## src/rtl/i2d_pkg.sv

```systemverilog
// ----------------------------------------------------------------------------
// i2d_pkg: shared types and constants for the decimal ASCII printer
// Controller states, command and status bundles, character codes.
// ----------------------------------------------------------------------------
package i2d_pkg;

  localparam int ValueWidth = 64;
  localparam int NumDigits  = 20;
  localparam int DigitIdxW  = 5;
  localparam int StepCntW   = 6;
  localparam int GroupSize  = 3;

  localparam logic [7:0] CharZero  = 8'h30;
  localparam logic [7:0] CharMinus = 8'h2D;
  localparam logic [7:0] CharComma = 8'h2C;

  typedef enum logic [2:0] {
    ST_IDLE,
    ST_CONVERT,
    ST_COUNT,
    ST_SIGN,
    ST_DIGIT,
    ST_COMMA
  } state_t;

  typedef enum logic [1:0] {
    SEL_DIGIT,
    SEL_MINUS,
    SEL_COMMA
  } char_sel_t;

  typedef struct packed {
    logic      load;   // capture a new request
    logic      step;   // one shift-and-adjust step
    logic      count;  // find the leading digit
    logic      dec;    // move to the next lower digit
    char_sel_t sel;    // which character is shown
  } cmd_t;

  typedef struct packed {
    logic conv_done;   // last conversion step is under way
    logic k_zero;      // current digit is the units digit
    logic comma_due;   // a comma follows the current digit
    logic negative;    // a minus sign leads the text
  } status_t;

endpackage

```

## src/rtl/i2d_ctrl.sv

```systemverilog
// ----------------------------------------------------------------------------
// i2d_ctrl: sequencer for the decimal ASCII printer
// Steps through conversion, leading digit search and character output.
// ----------------------------------------------------------------------------
module i2d_ctrl
  import i2d_pkg::*;
(
  input  logic    clk,
  input  logic    rst,
  input  logic    in_valid,
  output logic    in_ready,
  output logic    out_valid,
  input  logic    out_ready,
  output logic    out_last,
  input  status_t status,
  output cmd_t    cmd
);

  state_t state;
  state_t state_next;

  always_ff @(posedge clk) begin
    if (rst) begin
      state <= ST_IDLE;
    end else begin
      state <= state_next;
    end
  end

  always_comb begin
    state_next = state;
    unique case (state)
      ST_IDLE: begin
        if (in_valid) state_next = ST_CONVERT;
      end
      ST_CONVERT: begin
        if (status.conv_done) state_next = ST_COUNT;
      end
      ST_COUNT: begin
        state_next = status.negative ? ST_SIGN : ST_DIGIT;
      end
      ST_SIGN: begin
        if (out_ready) state_next = ST_DIGIT;
      end
      ST_DIGIT: begin
        if (out_ready) begin
          priority if (status.k_zero) state_next = ST_IDLE;
          else if (status.comma_due)  state_next = ST_COMMA;
          else                        state_next = ST_DIGIT;
        end
      end
      ST_COMMA: begin
        if (out_ready) state_next = ST_DIGIT;
      end
      default: state_next = ST_IDLE;
    endcase
  end

  always_comb begin
    cmd       = '0;
    cmd.sel   = SEL_DIGIT;
    in_ready  = 1'b0;
    out_valid = 1'b0;
    out_last  = 1'b0;
    unique case (state)
      ST_IDLE: begin
        in_ready = 1'b1;
        cmd.load = in_valid;
      end
      ST_CONVERT: cmd.step = 1'b1;
      ST_COUNT:   cmd.count = 1'b1;
      ST_SIGN: begin
        out_valid = 1'b1;
        cmd.sel   = SEL_MINUS;
      end
      ST_DIGIT: begin
        out_valid = 1'b1;
        out_last  = status.k_zero;
        cmd.dec   = out_ready && !status.k_zero;
      end
      ST_COMMA: begin
        out_valid = 1'b1;
        cmd.sel   = SEL_COMMA;
      end
      default: ;
    endcase
  end

endmodule

```

## src/rtl/i2d_datapath.sv

```systemverilog
// ----------------------------------------------------------------------------
// i2d_datapath: binary to BCD datapath of the decimal ASCII printer
// Shift-and-add-3 converter, leading digit search and character select.
// ----------------------------------------------------------------------------
module i2d_datapath
  import i2d_pkg::*;
(
  input  logic                  clk,
  input  logic [ValueWidth-1:0] value,
  input  logic [1:0]            opcode,
  input  cmd_t                  cmd,
  output status_t               status,
  output logic [7:0]            ascii_char
);

  logic [ValueWidth-1:0] bin;
  logic [3:0]            digits [NumDigits];
  logic [StepCntW-1:0]   cnt;
  logic [DigitIdxW-1:0]  k;
  logic [1:0]            mod3;
  logic                  negative;
  logic                  commas;

  logic [ValueWidth-1:0] magnitude;
  logic [3:0]            adj [NumDigits];
  logic [DigitIdxW-1:0]  lead_idx;
  logic [1:0]            lead_mod3;

  assign magnitude = (opcode[0] && value[ValueWidth-1]) ? (~value + ValueWidth'(1)) : value;

  // Add 3 to every digit of 5 or more ahead of the shift.
  always_comb begin
    for (int d = 0; d < NumDigits; d++) begin
      adj[d] = (digits[d] >= 4'd5) ? (digits[d] + 4'd3) : digits[d];
    end
  end

  // Highest nonzero digit; the units digit when the value is zero.
  always_comb begin
    lead_idx  = '0;
    lead_mod3 = '0;
    for (int i = 1; i < NumDigits; i++) begin
      if (digits[i] != 4'd0) begin
        lead_idx  = DigitIdxW'(i);
        lead_mod3 = 2'(i % GroupSize);
      end
    end
  end

  always_ff @(posedge clk) begin
    if (cmd.load) begin
      bin      <= magnitude;
      cnt      <= '0;
      negative <= opcode[0] && value[ValueWidth-1];
      commas   <= opcode[1];
      for (int d = 0; d < NumDigits; d++) digits[d] <= 4'd0;
    end
    if (cmd.step) begin
      bin       <= {bin[ValueWidth-2:0], 1'b0};
      cnt       <= cnt + StepCntW'(1);
      digits[0] <= {adj[0][2:0], bin[ValueWidth-1]};
      for (int d = 1; d < NumDigits; d++) begin
        digits[d] <= {adj[d][2:0], adj[d-1][3]};
      end
    end
    if (cmd.count) begin
      k    <= lead_idx;
      mod3 <= lead_mod3;
    end
    if (cmd.dec) begin
      k    <= k - DigitIdxW'(1);
      mod3 <= (mod3 == 2'd0) ? 2'd2 : (mod3 - 2'd1);
    end
  end

  assign status.conv_done = (cnt == StepCntW'(ValueWidth - 1));
  assign status.k_zero    = (k == '0);
  assign status.comma_due = commas && (mod3 == 2'd0) && (k != '0);
  assign status.negative  = negative;

  always_comb begin
    unique case (cmd.sel)
      SEL_MINUS: ascii_char = CharMinus;
      SEL_COMMA: ascii_char = CharComma;
      default:   ascii_char = CharZero | {4'h0, digits[k]};
    endcase
  end

endmodule

```

## src/rtl/int64_to_decimal_ascii.sv

```systemverilog
// ----------------------------------------------------------------------------
// int64_to_decimal_ascii: 64-bit integer to decimal ASCII text
// Prints one value per request as a stream of characters, most significant
// first, with optional minus sign and thousands commas.
// ----------------------------------------------------------------------------
//
//  Channel   Direction  Payload                                   Ends with
//  s_axis    in         tdata[63:0] value, tdata[65:64] opcode    -
//  m_axis    out        tdata[7:0] ascii_char                     tlast = last_char
//
// A request is taken while the block is idle and then converted by a
// shift-and-add-3 loop, one step per value bit, followed by a step that
// finds the leading digit. The characters follow one per cycle while
// m_axis_tready is high; one request yields 1 to 26 characters.
// The loop length is set by the 64-bit binary to BCD converter.
// s_axis_tready is high only while the block is idle. A stall on m_axis
// holds the current character stable. Reset (rst, synchronous) returns the
// sequencer to idle and drops any request in progress.
//
// Opcode bit 0 reads the value as two's complement; the most negative value
// prints with its full magnitude. Opcode bit 1 places a comma between groups
// of three digits counted from the right, never straight after the sign.
// Zero prints as a single "0" in every mode.
module int64_to_decimal_ascii
  import i2d_pkg::*;
(
  input  logic        clk,
  input  logic        rst,
  input  logic        s_axis_tvalid,
  output logic        s_axis_tready,
  input  logic [71:0] s_axis_tdata,   // [63:0] value, [65:64] opcode, rest zero
  output logic        m_axis_tvalid,
  input  logic        m_axis_tready,
  output logic [7:0]  m_axis_tdata,   // [7:0] ascii_char
  output logic        m_axis_tlast
);

  cmd_t    cmd;
  status_t status;

  // Upper padding bits of the request carry no information.
  logic unused_pad;
  assign unused_pad = ^s_axis_tdata[71:66];

  i2d_ctrl u_ctrl (
    .clk       (clk),
    .rst       (rst),
    .in_valid  (s_axis_tvalid),
    .in_ready  (s_axis_tready),
    .out_valid (m_axis_tvalid),
    .out_ready (m_axis_tready),
    .out_last  (m_axis_tlast),
    .status    (status),
    .cmd       (cmd)
  );

  i2d_datapath u_datapath (
    .clk        (clk),
    .value      (s_axis_tdata[63:0]),
    .opcode     (s_axis_tdata[65:64]),
    .cmd        (cmd),
    .status     (status),
    .ascii_char (m_axis_tdata)
  );

endmodule

```

## config.mk

```make
export PLATFORM = sky130hd
export DESIGN_NAME = int64_to_decimal_ascii
export DESIGN_NICKNAME = d
export VERILOG_FILES = /design/src/rtl/i2d_pkg.sv /design/src/rtl/i2d_ctrl.sv /design/src/rtl/i2d_datapath.sv /design/src/rtl/int64_to_decimal_ascii.sv
export SDC_FILE = /design/constraint.sdc
export NUM_CORES = 1
export LEC_CHECK = 0
export BUFFER_PORTS_ARGS = -buffer_cell sky130_fd_sc_hd__buf_4
export CAP_MARGIN = 20
export CORE_MARGIN = 5
export CORE_UTILIZATION = 55
export DETAILED_ROUTE_END_ITERATION = 12
export PLACE_DENSITY = 0.74
export SLEW_MARGIN = 20
export SYNTH_ARGS = -nofsm -noshare
export SYNTH_HDL_FRONTEND = slang
export SYNTH_SLANG_ARGS = --single-unit
```

## constraint.sdc

```tcl
create_clock -name clk -period 11.2 [get_ports clk]
set_input_delay 1.12 -clock clk [delete_from_list [all_inputs] [get_ports clk]]
set_output_delay 1.12 -clock clk [all_outputs]
set_load 0.01 [all_outputs]
```

==> reports/results.txt, run 1 <==
post-synthesis simple-gate area fraction: 18.0%
worst-margin pin slew: 1000 ps
largest net degree at the start of global routing: 78
Achievable Freq: 239 MHz
most frequent cells in the layout: edfxtp_1, nor2_1, nand2_1, a21oi_1, buf_4
total CTS buffers: 17
pre-CTS setup slack: 7450 ps
Final Wtd Congestion: 0.881
outcome: finished, final reports clean
WP data required: 10080 ps
relative slew slack: 32.5%
Critical Path Start Type: flop
DRT Pass-1 Iters: 5
post-DP HPWL: 16300 µm
synth unique cells: 62
clk_lat worst skew: 430 ps
Max VDD drop: 0.174 mV
setup bufs post-CTS: 0
DR top layer: met4
CTS Hold Bufs: 0
Critical Path AT: 3070 ps
synthesis warning total: 0
Starting Density: 55.7%
io pins: 87
Fin Setup TNS: 0 ps
top-area cell type share of the netlist area: 43.9%
post_cts resized: 0
RSZ-0062 raised after global routing: no
Seq/Total Area, Yosys: 45.6%
top post-synthesis cells by area: edfxtp_1, xnor2_1, ha_1
Area growth, synth to finish: 12.7%
largest family of logic cells by synthesized area: simple AND/OR/NAND/NOR gates
Die Ht: 150 µm
Hold Crit Class: flop to flop
mean area per synthesized cell: 9.79 µm²
cell area after synthesis: 10800 µm²
EDFF count, synth: 158
initial antenna violation count: 0
CTS sink count: 167
Adder-Cell Fraction of Synth Area: 5.44%
fin crit period: 4190 ps
clk slew on worst S/H paths: 60 ps
setup violators final: 0
most common cell after layout, fill and taps aside: edfxtp_1
CTS tree: done
CTS Root Cell: clkbuf_16
Pleak: 4.47 nW
final worst slack: 7010 ps
WL met2: 10700 µm
xor and xnor area share after synthesis: 8.60%
GR Overflow Total: 0
chip width: 150 µm
first-pass GRT wire length: 37900 µm
Via-to-Cell Ratio: 5.71
power per cell area: 276 nW/µm²
DRT Wirelength: 22900 µm
die footprint: 22500 µm²
Clock Path Buffers: 2
Setup CP Type: flop to primary output
Core ar.: 19400 µm²
area leader, netlist: edfxtp_1
H-tree depth: 4
mean routed wirelength per cell: 15.9 µm
via count: 8235
Critical Path End Type: primary output
share of layout cells above drive strength 1: 13.9%
fin nets: 1288
Final Skew: 6.57 ps
fill count: 1683
Post-synth ARST share: 0%
CP max FO: 20
antenna viol nets, final: 0
vias in the first global route: 7659
Gate Count Post-Synth: 1103
Max-cap violations: 0
# rows: 51
initial DRC count: 550
multiplexer share of the synthesized area: 5.79%
routed wl met3: 1420 µm
Synth Register Bits: 167
ANT cells: 0
DRC errors left: 0
buffers added on ports: 77
met1 wire length: 10200 µm
Hold Fails Final Rpt: 0
Tot GR Track Use: 20.9%
Pins Over Slew Limit: 0
Synth Area in Compound Gates: 13.0%
main flop type after synthesis: edfxtp_1
final cycle utilization of the critical path: 37.4%
Overall Power: 3.36 mW
## worst paths after layout
kind	endpoint	cells after the start	slack (ps)	from
worst max-delay path	m_axis_tdata[0]	6	7010	flop
worst min-delay path	u_datapath.bin[0]	2	480	u_datapath.bin[0]
worst min register to register	u_datapath.bin[0]	2	480	u_datapath.bin[0]
worst max register to register	u_datapath.bin[35]	5	8310	u_ctrl.state[1]
## flip-flops by register name (all words and copies together) (netlist names), named ones only
name,flops
u_ctrl.state,3
u_datapath.mod3,2
u_datapath.k,5
u_datapath.commas,1
u_datapath.negative,1
u_datapath.digits,80
u_datapath.bin,64
u_datapath.cnt,6
## cell families after synthesis
group | count (synthesis)
mux | 32
buf+inv | 99
other cells | 2
simple gates | 403
flops | 167
fa+ha+maj | 47
xor+xnor | 106
compound gates | 247
## cell usage after synthesis (all sizes together), types with 23 or more instances
cell type  instances
clkbuf            30
mux4              24
xor2              37
xnor2             69
nor3              42
ha                47
nand2b            23
nor2             136
nand2            133
edfxtp           158
o21ai             97
a21oi             98
inv               57
## through the flow
step	utilization [%]	std cells	area (µm²)	hold slack (ps)
after floorplan	-	1104	10800	444
after global placement	59.8	1411	11600	457
after detailed placement	59.8	1411	11600	474
after CTS	62.8	1443	12200	485
after global routing	62.8	1443	12200	525
final	62.8	1443	12200	477
## critical path: stages (launching register included)
cell	delay, ps
dfxtp_1	970
mux4_2	600
mux4_2	490
mux2_2	290
o21ai_1	90
nand2_1	60
buf_4	140
## layout make-up
cell class                 count  area (µm²)  share of cell area, %
sequential                   167        4920                   40.5
timing repair buffer          84         631                   5.18
tap                          265         332                   2.72
multi-input combinational    838        5510                   45.2
clock inverter                14         135                   1.11
clock buffer                  18         429                   3.53
inverter                      57         214                   1.76
## layer usage
layer	vias up	GRT usage [%]
met3	42	4.21
met1	3876	28.8
met2	254	33.7
li1	4063	-
met4	0	6.72
met5	-	0
## power by group
group          leakage [nW]  total [mW]  switching (mW)  internal, mW
sequential             1.67        1.40           0.266          1.14
combinational          2.54        1.39           0.823         0.571
clock                 0.268       0.565           0.239         0.325
total                  4.47        3.36            1.33          2.03
No activity file was read; power rests on OpenSTA's default activity.
==> inputs of run 2 (changes only) <==
Settings changed: PLACE_DENSITY 0.74 to 0.77.
Clock period 11.2 ns to 3.7 ns, I/O delays scaled along.
==> run 2 against run 1 <==
  * Combinational power increased to 3.1 times the previous value
  * First-iteration DRC count increased by 32%
  * Design area increased by 0.84%
  * Sequential power increased to 3.1 times the previous value
  * Flip-flop and latch count unchanged
  * Setup slack got worse by 6500 ps
  * Routed wire length increased by 3.7%
  * Critical path depth unchanged
  * Worst hold slack got worse by 360 ps
  * Critical path type unchanged
  * Highest routed layer unchanged
==> reports/results.txt, run 2 (synthesis results as in run 1) <==
outcome: finished, final reports clean (unchanged)
clk slew on worst S/H paths: 60 ps (about the same)
Setup CP Type: flop to primary output (unchanged)
Starting Density: 55.7% (unchanged)
Top reg by flops: u_datapath.digits (unchanged)
RSZ-0062 raised after global routing: no (unchanged)
area taken by multi-input logic gates: 5520 µm² (was 5510 µm²)
antenna viol nets, final: 0 (unchanged)
DRT Pass-1 Iters: 5 (unchanged)
CP max FO: 7 (was 20)
post-DP HPWL: 16700 µm (was 16300 µm)
Hold Path Stages: 1 (was 2)
Die Ht: 150 µm (unchanged)
# rows: 51 (unchanged)
flop2flop setup slack: 930 ps (was 8310 ps)
most frequent cells in the layout: edfxtp_1, nor2_1, nand2_1, a21oi_1, buf_4 (unchanged)
H-tree depth: 4 (unchanged)
top flop regs: u_datapath.digits: 80 flops, u_datapath.bin: 64 flops, u_datapath.cnt: 6 flops (unchanged)
fin crit period: 3140 ps
final cycle utilization of the critical path: 84.9%
chip width: 150 µm (unchanged)
die footprint: 22500 µm² (unchanged)
Psw: 4.06 mW (was 1.33 mW)
Max VDD drop: 0.659 mV (was 0.174 mV)
clk_lat worst skew: 430 ps (about the same)
largest net degree at the start of global routing: 78 (unchanged)
mean routed wirelength per cell: 16.4 µm (was 15.9 µm)
Reg2Reg Depth: 7 (was 5)
Overall Power: 10.4 mW (was 3.36 mW)
Core ar.: 19400 µm² (unchanged)
Max-cap violations: 0 (unchanged)
io pins: 87 (unchanged)
initial antenna violation count: 0 (unchanged)
WP data required: 3330 ps (was 10080 ps)
share of layout cells above drive strength 1: 14.1% (was 13.9%)
fin nets: 1292 (was 1288)
post_cts resized: 0 (unchanged)
first-pass GRT wire length: 39400 µm (was 37900 µm)
Fin Setup TNS: 0 ps (unchanged)
Clock Path Buffers: 2 (unchanged)
worst reg2reg path startpoint: u_datapath.digits[10][0] (was u_ctrl.state[1])
Switching Fraction: 38.9% (was 39.5%)
Internal: 6.36 mW (was 2.03 mW)
DRT Wirelength: 23700 µm (was 22900 µm)
Combinational Power Share: 41.0% (was 41.5%)
buffers added on ports: 77 (unchanged)
Final Skew: 12.8 ps (was 6.57 ps)
Area growth, synth to finish: 13.7% (was 12.7%)
via count: 8379 (was 8235)
total CTS buffers: 17 (unchanged)
WHS Endpoint: u_datapath.commas (was u_datapath.bin[0])
CTS tree: done (unchanged)
CTS Hold Bufs: 0 (unchanged)
Critical Path End Type: primary output (unchanged)
Worst Min Path Start: s_axis_tdata[65] (was u_datapath.bin[0])
Pleak: 4.53 nW (was 4.47 nW)
vias in the first global route: 8026 (was 7659)
Hold Fails Final Rpt: 0 (unchanged)
Via-to-Cell Ratio: 5.79 (was 5.71)
ANT cells: 0 (unchanged)
GR Overflow Total: 0 (unchanged)
Critical Path AT: 2770 ps (was 3070 ps)
Largest register FFs: 80 (unchanged)
power per cell area: 849 nW/µm² (was 276 nW/µm²)
Tot GR Track Use: 21.6% (was 20.9%)
DRC errors left: 0 (unchanged)
Achievable Freq: 318 MHz
most common cell after layout, fill and taps aside: edfxtp_1 (unchanged)
worst-margin pin slew: 842 ps (was 1000 ps)
relative slew slack: 43.9% (was 32.5%)
Clk pwr share: 17.9% (was 16.8%)
CTS sink count: 167 (unchanged)
setup violators final: 0 (unchanged)
Final Wtd Congestion: 0.877 (was 0.881)
Seq pwr share: 41.1% (was 41.8%)
initial DRC count: 728 (was 550)
Reg area: 4920 µm² (unchanged)
CTS Root Cell: clkbuf_16 (unchanged)
Hold Crit Class: input port to flop (was flop to flop)
fill count: 1594 (was 1683)
Pins Over Slew Limit: 0 (unchanged)
setup bufs post-CTS: 0 (unchanged)
Critical Path Start Type: flop (unchanged)
-- run 2: layout make-up --
class | instances | share of cell area, %
clock inverter | 8 | 1.20
multi-input combinational | 838 | 45.0
tap | 265 | 2.70
sequential | 167 | 40.1
clock buffer | 24 | 3.76
timing repair buffer | 88 | 5.48
inverter | 57 | 1.74
-- run 2: metrics by stage --
stage          setup slack [ps]  cells  instance area [µm²]  utilization [%]  hold WS (ps)
6_report                    558   1447                12300             63.3           115
3_5_place_dp                927   1415                11700             60.1           472
5_1_grt                     408   1447                12300             63.3           105
3_3_place_gp                993   1415                11700             60.1           458
4_1_cts                     512   1447                12300             63.2           104
2_1_floorplan              2.27   1104                10800                -           443
-- run 2: worst max-delay path, stage by stage, from the launching register on --
cell     delay (ps)
dfxtp_1         570
buf_4           280
mux4_2          550
mux4_2          490
mux2i_1         220
nand2_1          80
buf_4           160
-- run 2: worst max-delay path by stage --
stage | from | end | slack, ps
2_1_floorplan | u_ctrl.state[1] | u_datapath.bin[10] | 2
3_3_place_gp | s_axis_tdata[16] | u_datapath.bin[62] | 990
3_5_place_dp | s_axis_tdata[16] | u_datapath.bin[62] | 930
4_1_cts | flop | m_axis_tdata[1] | 510
5_1_grt | flop | m_axis_tdata[3] | 410
6_report | flop | m_axis_tdata[3] | 560
-- run 2: metal layers --
metal | track usage [%] | up-vias | wire (µm)
li1 | - | 4079 | -
met1 | 29.7 | 4001 | 10300
met2 | 35.1 | 262 | 11400
met3 | 4.30 | 37 | 1530
met4 | 6.31 | 0 | 451
met5 | 0 | - | 0
-- run 2: power by group through the flow --
| stage | logic [mW] | clock network, mW | registers [mW] |
|---|---|---|---|
| 2_1_floorplan | 3.30 | 0 | 4.02 |
| 3_3_place_gp | 4.11 | 0 | 4.25 |
| 3_5_place_dp | 4.26 | 0 | 4.29 |
| 4_1_cts | 4.30 | 1.90 | 4.27 |
| 5_1_grt | 4.81 | 1.99 | 4.40 |
| 6_report | 4.28 | 1.87 | 4.28 |
==> inputs of run 3 (changes only) <==
Settings changed: PLACE_DENSITY 0.77 to 0.74.
Clock period 3.7 ns to 3 ns, I/O delays scaled along.
==> run 3 against run 2 <==
  * Clock power up 25%
  * Non-clock buffer count up 12
  * Register-to-register slack worse by 480 ps
  * Count of clock-buffer cells in the layout down 6
  * Utilization up 0.62 points
  * Final cell count up 0.83%
  * Via count down 0.33%
  * First-iteration DRC count down 4.7%
  * Critical path depth unchanged
  * Flip-flop and latch count unchanged
  * Total power up 25%
  * Worst hold slack worse by 67 ps
  * Highest routed layer unchanged
==> reports/results.txt, run 3 (synthesis results as in run 1) <==
outcome: finished, final reports clean (unchanged)
mean routed wirelength per cell: 16.1 µm (was 16.4 µm)
Clock Path Buffers: 2 (unchanged)
fin nets: 1304 (was 1292)
Overall Power: 13.0 mW (was 10.4 mW)
DRT Pass-1 Iters: 5 (unchanged)
antenna viol nets, final: 0 (unchanged)
Area growth, synth to finish: 14.8% (was 13.7%)
relative slew slack: 53.2% (was 43.9%)
Tot GR Track Use: 21.3% (was 21.6%)
Core ar.: 19400 µm² (unchanged)
Critical Path End Type: primary output (unchanged)
Critical Path AT: 2540 ps (was 2770 ps)
vias in the first global route: 7840 (was 8026)
Pleak: 4.59 nW (was 4.53 nW)
top flop regs: u_datapath.digits: 80 flops, u_datapath.bin: 64 flops, u_datapath.cnt: 6 flops (unchanged)
die footprint: 22500 µm² (unchanged)
pre-CTS setup slack: 452 ps (was 927 ps)
H-tree depth: 4 (unchanged)
Die Ht: 150 µm (unchanged)
initial antenna violation count: 0 (unchanged)
ANT cells: 0 (unchanged)
post-DP HPWL: 16800 µm (was 16700 µm)
# rows: 51 (unchanged)
worst-margin pin slew: 695 ps (was 842 ps)
Final Core Density: 63.9% (was 63.3%)
DRC errors left: 0 (unchanged)
Starting Density: 55.7% (unchanged)
Critical Path Start Type: flop (unchanged)
Max-cap violations: 0 (unchanged)
Fin Setup TNS: 0 ps (unchanged)
Hold Crit Class: input port to flop (unchanged)
WP data required: 2700 ps (was 3330 ps)
Final Skew: 8.51 ps (was 12.8 ps)
clk_lat worst skew: 430 ps (about the same)
chip width: 150 µm (unchanged)
DRT Wirelength: 23500 µm (was 23700 µm)
Final Wtd Congestion: 0.869 (was 0.877)
CTS sink count: 167 (unchanged)
power per cell area: 1050 nW/µm² (was 849 nW/µm²)
Largest register FFs: 80 (unchanged)
Achievable Freq: 352 MHz
largest net degree at the start of global routing: 66 (was 78)
Via-to-Cell Ratio: 5.72 (was 5.79)
Hold Fails Final Rpt: 0 (unchanged)
CTS Root Cell: clkbuf_16 (unchanged)
CP max FO: 13 (was 7)
most common cell after layout, fill and taps aside: edfxtp_1 (unchanged)
setup bufs post-CTS: 0 (unchanged)
setup violators final: 0 (unchanged)
final cycle utilization of the critical path: 94.7%
fin crit period: 2840 ps
io pins: 87 (unchanged)
final worst slack: 160 ps (was 558 ps)
first-pass GRT wire length: 38300 µm (was 39400 µm)
RSZ-0062 raised after global routing: no (unchanged)
Top reg by flops: u_datapath.digits (unchanged)
via count: 8351 (was 8379)
Max VDD drop: 0.474 mV (was 0.659 mV)
initial DRC count: 694 (was 728)
share of layout cells above drive strength 1: 15.5% (was 14.1%)
worst hold margin: 47.8 ps (was 115 ps)
most frequent cells in the layout: edfxtp_1, nor2_1, nand2_1, a21oi_1, buf_4 (unchanged)
buffers added on ports: 77 (unchanged)
Worst Min Path Start: rst (was s_axis_tdata[65])
CTS tree: done (unchanged)
clk slew on worst S/H paths: 60 ps (about the same)
GR Overflow Total: 0 (unchanged)
worst reg2reg path startpoint: u_datapath.k[0] (was u_datapath.digits[10][0])
Setup CP Type: flop to primary output (unchanged)
Pins Over Slew Limit: 0 (unchanged)
total CTS buffers: 17 (unchanged)
run 3: worst paths after layout:
kind	to	slack [ps]	depth (start not counted)
setup reg to reg	flop	450	7
hold / removal	u_ctrl.state[2]	50	2
hold reg to reg	u_datapath.bin[0]	510	2
setup / recovery	m_axis_tdata[3]	160	6
run 3: area by class of cell:
cell class / count / area, µm²
inverter: 57 / 214
multi-input combinational: 838 / 5520
fill: 1644 / 7000
sequential: 167 / 4930
clock inverter: 14 / 199
clock buffer: 18 / 429
timing repair buffer: 100 / 776
tap: 265 / 332
run 3: per-stage QoR:
stage	cells	cell area [µm²]
2_1_floorplan	1104	10800
3_3_place_gp	1427	11800
3_5_place_dp	1427	11800
4_1_cts	1459	12400
5_1_grt	1459	12400
6_report	1459	12400
run 3: critical path: stages (launching register included):
cell and delay [ps]:
dfxtp_1 350, buf_4 280, mux4_2 590, mux4_2 500, mux2i_1 150, nand2_1 70, buf_4 160
run 3: timing repair:
| item | 4_1_cts | 5_1_grt |
|---|---|---|
| hold buffers | 0 | 0 |
| gates resized for setup | 1 | 1 |
| setup endpoints to repair | 1 | 1 |
run 3: per-layer routing:
metal	GRT usage [%]	vias up	wire [µm]
li1	-	4102	-
met1	28.4	3988	10400
met2	35.4	235	11500
met3	4.33	26	1250
met4	5.99	0	398
met5	0	-	0
run 3: report_power, final:
part,switching [mW],internal (mW)
clock,0.941,1.40
combinational,3.15,2.27
sequential,0.993,4.24
total,5.08,7.91
